## src/hw/rtl/lsab_pkg.sv

```systemverilog
package lsab_pkg;

	// Bin store geometry
	localparam int MAX_BINS = 512;
	localparam int BIN_W    = $clog2(MAX_BINS);
	localparam int CNT_W    = $clog2(MAX_BINS + 1);

	// Field widths
	localparam int ANGLE_W   = 16;
	localparam int DIST_W    = 16;
	localparam int STR_W     = 8;
	localparam int CFG_W     = 16;
	localparam int CFG_IDX_W = 3;

	// Bin number: ceil(angle * (n - 1) / ANGLE_SPAN) through a reciprocal
	localparam int ANGLE_SPAN  = 36000;
	localparam int RECIP_SHIFT = 36;
	localparam int RECIP       = 1908874;   // floor(2^36 / 36000)
	localparam int X_W         = 26;        // angle * (n - 1) + span - 1
	localparam int Q_W         = 11;        // quotient estimate
	localparam int MA_W        = 26;
	localparam int MB_W        = 21;
	localparam int PROD_W      = MA_W + MB_W;

	// Configuration register indexes
	typedef enum logic [CFG_IDX_W-1:0] {
		CFG_BIN_COUNT = 3'd0,
		CFG_CROP_EN   = 3'd1,
		CFG_CROP_MIN  = 3'd2,
		CFG_CROP_MAX  = 3'd3,
		CFG_REVERSE   = 3'd4
	} cfg_idx_t;

	// One bin entry, valid flags kept with the data
	typedef struct packed {
		logic              range_ok;
		logic              strength_ok;
		logic [DIST_W-1:0] range;
		logic [STR_W-1:0]  strength;
	} bin_word_t;

	// Shared multiplier operations
	typedef enum logic [1:0] {
		MUL_SCALE = 2'd0,   // angle * (n - 1)
		MUL_RECIP = 2'd1,   // x * reciprocal of the span
		MUL_BACK  = 2'd2    // quotient estimate * span
	} mul_op_t;

	typedef struct packed {
		logic    en;
		mul_op_t op;
	} mul_req_t;

endpackage

```

## src/hw/rtl/lsab_mul.sv

```systemverilog
module lsab_mul import lsab_pkg::*; (
	input  logic               clk,
	input  mul_req_t           req,
	input  logic [ANGLE_W-1:0] angle,
	input  logic [BIN_W-1:0]   n_m1,
	input  logic [X_W-1:0]     x,
	input  logic [Q_W-1:0]     q0,
	output logic [PROD_W-1:0]  prod_q
);

	logic [MA_W-1:0] op_a;
	logic [MB_W-1:0] op_b;

	// Operand select per operation
	always_comb begin
		case (req.op)
			MUL_SCALE: begin
				op_a = MA_W'(angle);
				op_b = MB_W'(n_m1);
			end
			MUL_RECIP: begin
				op_a = MA_W'(x);
				op_b = MB_W'(RECIP);
			end
			MUL_BACK: begin
				op_a = MA_W'(q0);
				op_b = MB_W'(ANGLE_SPAN);
			end
			default: begin
				op_a = '0;
				op_b = '0;
			end
		endcase
	end

	// Registered product
	always_ff @(posedge clk) begin
		if (req.en) begin
			prod_q <= PROD_W'(op_a) * PROD_W'(op_b);
		end
	end

endmodule

```

## config.mk

```make
export PLATFORM = sky130hd
export DESIGN_NAME = lsab_mul
export DESIGN_NICKNAME = d
export VERILOG_FILES = /design/src/hw/rtl/lsab_pkg.sv /design/src/hw/rtl/lsab_mul.sv
export SDC_FILE = /design/constraint.sdc
export NUM_CORES = 1
export LEC_CHECK = 0
export ABC_AREA = 0
export BUFFER_PORTS_ARGS = -buffer_cell sky130_fd_sc_hd__buf_4
export CAP_MARGIN = 0
export CELL_PAD_IN_SITES_DETAIL_PLACEMENT = 1
export CELL_PAD_IN_SITES_GLOBAL_PLACEMENT = 2
export CORE_MARGIN = 8
export CORE_UTILIZATION = 41
export DETAILED_ROUTE_END_ITERATION = 10
export HOLD_SLACK_MARGIN = 0.05
export PLACE_DENSITY = 0.83
export SYNTH_ARGS = -nofsm -noshare
export SYNTH_HDL_FRONTEND = slang
export SYNTH_SLANG_ARGS = --single-unit
export TNS_END_PERCENT = 50
```

## constraint.sdc

```tcl
create_clock -name clk -period 8.9 [get_ports clk]
set_input_delay 0.445 -clock clk [delete_from_list [all_inputs] [get_ports clk]]
set_output_delay 0.445 -clock clk [all_outputs]
set_load 0.05 [all_outputs]
```

# After elaboration in Yosys (flattened, before gate mapping)

Index checks and enable logic that the tools add are counted.

Word-level logic and storage cells: 7
Input port bits: 66
Flip-flop bits (word level): 47

Multipliers: 1
Reductions and logical operators: 1
Equal/unequal tests: 2
Multiplexer cells: 2

Operators with widths:

| operator             | number |
|---|---|
| $pmux W26 S3         | 1 |
| $pmux W21 S3         | 1 |
| $mul A26 B21 Y47     | 1 |
| $eq A2 B1 Y1 const B | 1 |
| $eq A2 B2 Y1 const B | 1 |
| $logic_not A2 Y1     | 1 |

# Depth between registers and ports, before layout

Depth in word-level cells: 3
Mapped depth: 32
Mapped depth without buffers: 29

# Least setup slack after synthesis

Ideal clock, no wire load.

Path type: input port to flip-flop
Start: input req[0] (netlist name)
End: register prod_q[40] (data pin)
Required time: 8.640 ns
Stages: 29
Arrival time: 7.399 ns
Setup slack: 1.241 ns
Setup time: 0.260 ns
Cells stage by stage: inv_1 -> ha_1 -> clkbuf_1 -> buf_1 -> and2_1 -> clkbuf_1 -> clkbuf_1 -> nand2_1 -> fa_1 -> fa_1 -> inv_1 -> fa_1 -> inv_1 -> fa_1 -> inv_1 -> fa_1 -> fa_1 -> inv_1 -> fa_1 -> inv_1 -> ha_1 -> a21o_1 -> a21o_1 -> a21o_1 -> or3_4 -> o21bai_4 -> o21ai_2 -> a41oi_2 -> xnor2_1

Cells in the longest elaborated chain, start to end: 3

Ends and longest elaborated chain:

| item                                                | line           | text |
|---|---|---|
| from (decl)                                         | lsab_mul.sv:3  | `input mul_req_t req,` |
| $eq A2 B2 Y1 (tied with other cells)                | lsab_mul.sv:16 | `case (req.op)` |
| $pmux W26 S3 / $pmux W21 S3 (equally long branches) | lsab_mul.sv:16 |  |
| $mul A26 B21 Y47 (*)                                | lsab_mul.sv:39 | `prod_q <= PROD_W'(op_a) * PROD_W'(op_b);` |
| to (signal assigned)                                | lsab_mul.sv:39 |  |
| to (decl)                                           | lsab_mul.sv:8  | `output logic [PROD_W-1:0] prod_q` |

Mark *: on every way between the ends. The rest lies on a longest branch, timed or not.
A chain may end at the register's enable or synchronous reset.

# Final worst setup path

Start: input req[0] (netlist name)
End: register prod_q[43] (data pin)

The elaborated chain is that of the path after synthesis.

==> reports/results.txt <==
outcome - finished clean
Detailed Route Iter0 Violations - 585
antenna cell count - 0
area of the core - 0.0409 sq mm
share of cells above drive strength 1 - 9.44%
Setup CP Type - primary input to register
mean cell area of the mapped netlist - 9.04 sq um
Final HPWL DP - 46.2 mm
overall track demand over capacity in global routing - 21.8%
biggest area contributors in the synthesized netlist - sky130_fd_sc_hd__fa_1 41%, sky130_fd_sc_hd__ha_1 17%, sky130_fd_sc_hd__inv_1 12%
number of hold buffers added after CTS - 0
global placer's final weighted congestion - 0.921
accumulated negative setup slack - 0 ns
number of distinct library cells after synthesis - 60
buffer depth of the longest clock path - 2
via count of the first global-routing pass - 14,700
number of fill cells in the layout - 4,812
Slew Limit Headroom - 31.0%
standard-cell rows - 74
# resized after CTS - 0
minimum setup slack in the final design - 0.559 ns
Max FO, Critical Path - 13
fin nets - 2,637
Worst setup EP type - register
max-capacitance violation count - 0
stage delay of the slowest cell on the critical path - 0.56 ns
cell chosen for the clock root - sky130_fd_sc_hd__clkbuf_16
largest registers in the final layout - prod_q: 47 flops
clock-pin slew reported for the worst setup and hold paths after clock tree synthesis - 0.06 ns
Post-Synthesis Net Count - 2,525
required time at the endpoint of the critical path - 8.93 ns
combined area of all synthesized cells - 0.0170 sq mm
total of warnings raised by yosys - 0
overflow left after global routing - 0
Die Footprint - 0.0482 sq mm
most instantiated flip-flop cell in the synthesis netlist - sky130_fd_sc_hd__edfxtp_1
I/O Pins - 113
Post-synth ARST share - 0%
maximum vdd drop - 167 uV
critical path startpoint category - primary input
Min Hold Slack - 0.687 ns
Leakage - 9.95 nW
DRC viols - 0
total clock buffers created by CTS - 5
Total Routed Length - 51.3 mm
number of standard cells after synthesis - 1,880
transition time of the tightest slew-check pin - 1.03 ns
total power density per cell area - 116 mW/mm^2
average wire per standard cell - 20.3 um
largest net degree at the start of global routing - 48
number of input and output port buffers inserted - 112
global-route wire length before repair - 81.3 mm
top cell type's share of synthesized area - 40.6%
Design Area, Final - 0.0188 sq mm
die outline height - 220 um
CTS tree - done
# Post-CTS Setup Buffers - 0
area overhead of the layout relative to synthesis - 10.5%
DRT antenna net count - 0
final core area utilization - 45.9%
CTS H-tree lvls - 2
DR vias/cell - 5.08
number of antenna violations at the first check in global routing - 0
final number of hold-violating endpoints - 0
Period Utilization, post-route - 93.7%
initial core utilization - 41.5%
max frequency - 120 MHz
unrepaired setup endpoints after global routing - no
top-count cell post-synth - sky130_fd_sc_hd__inv_1
time the final worst path needs with I/O delays and setup - 8.34 ns
critical path's slowest cell - sky130_fd_sc_hd__nor2_1
flip-flop and latch count after synthesis - 47
Hold/Removal Path Class - primary input to register
register name with the most flops - prod_q
count of endpoints failing setup in the final report - 0
via count - 12,800
number of enable flip-flop cells after synthesis - 47
total iterations of the first detailed-routing run - 5
CP Data Arrival Time - 8.38 ns
post-synth top area cell - sky130_fd_sc_hd__fa_1
sequential element share of the synthesized area - 8.30%
worst slack at placement - -0.130 ns
max-slew violation count - 0
flip-flop count of the largest register, all copies and words added - 47
clock net sink count - 47
critical path's most frequent cell - sky130_fd_sc_hd__inv_1
top post-synthesis cells by count - 533 x sky130_fd_sc_hd__inv_1, 345 x sky130_fd_sc_hd__fa_1, 234 x sky130_fd_sc_hd__ha_1
x dimension of the die - 220 um
placed instance area - 0.0187 sq mm
==> power by group <==
part	leakage [nW]	switching [mW]	internal, mW
logic	9.43	1.08	0.566
registers	0.455	0.0218	0.345
clock network	0.0628	0.0743	0.101
==> metrics by stage <==
stage	total power, mW	instances
final	2.19	2523
after global routing	2.37	2523
after CTS	2.23	2522
after detailed placement	2.04	2516
after global placement	2.01	2516
after floorplan	1.48	1880
==> cell usage in the layout (no fill, tap or decap), types with 13 or more instances in the layout <==
master | Yosys | layout
sky130_fd_sc_hd__and2_1 | 13 | 13
sky130_fd_sc_hd__ha_1 | 234 | 234
sky130_fd_sc_hd__nor3_1 | 14 | 14
sky130_fd_sc_hd__o21bai_1 | 13 | 13
sky130_fd_sc_hd__a21o_1 | 23 | 23
sky130_fd_sc_hd__xor2_1 | 16 | 16
sky130_fd_sc_hd__nand2_1 | 179 | 179
sky130_fd_sc_hd__buf_4 | 0 | 154
sky130_fd_sc_hd__fa_1 | 345 | 345
sky130_fd_sc_hd__o21ai_0 | 23 | 23
sky130_fd_sc_hd__a21oi_1 | 57 | 57
sky130_fd_sc_hd__edfxtp_1 | 47 | 47
sky130_fd_sc_hd__xnor2_1 | 34 | 34
sky130_fd_sc_hd__inv_1 | 533 | 533
sky130_fd_sc_hd__nor2_1 | 171 | 171
==> kinds of logic (layout without fill, tap and decap cells) <==
family                     count (synthesis)  after routing  share of synthesized area [%]
DFF                                       47             47                           8.30
AOI/OAI and AO/OA                        179            179                           7.37
and+or+nand+nor                          439            439                           10.9
buffers and inverters                    585            696                           12.9
adders and majority gates                580            580                           57.9
xor gates and xnor gates                  50             50                           2.58
==> critical path, delay by kind of cell <==
| kind | cells | cell delay [ns] |
|---|---|---|
| AOI/OAI and AO/OA | 8 | 2.00 |
| xor gates and xnor gates | 1 | 0.10 |
| adders and majority gates | 9 | 4.45 |
| buffers and inverters | 9 | 0.64 |
| and+or+nand+nor | 2 | 0.72 |
==> metal layers <==
metal	wire length (um)	track usage, %
met1	21100	27.3
met3	2190	2.63
met4	1480	5.99
met2	26500	39.2
met5	0	0
==> path summary, 6_finish.rpt <==
check,start,end,slack (ns),cells past startpoint
setup / recovery,req[0],prod_q[43],0.56,29
hold / removal,req[2],prod_q[43],0.69,1
==> cell type report <==
type,instances,area (sq um),share of cell area [%]
Multi-Input combinational cell,1248,13400,71.3
Inverter,534,2000,10.7
Sequential cell,47,1410,7.51
Timing Repair Buffer,156,1180,6.29
Tap cell,532,666,3.54
Clock buffer,6,129,0.686
No activity file was read; power rests on OpenSTA's default activity.
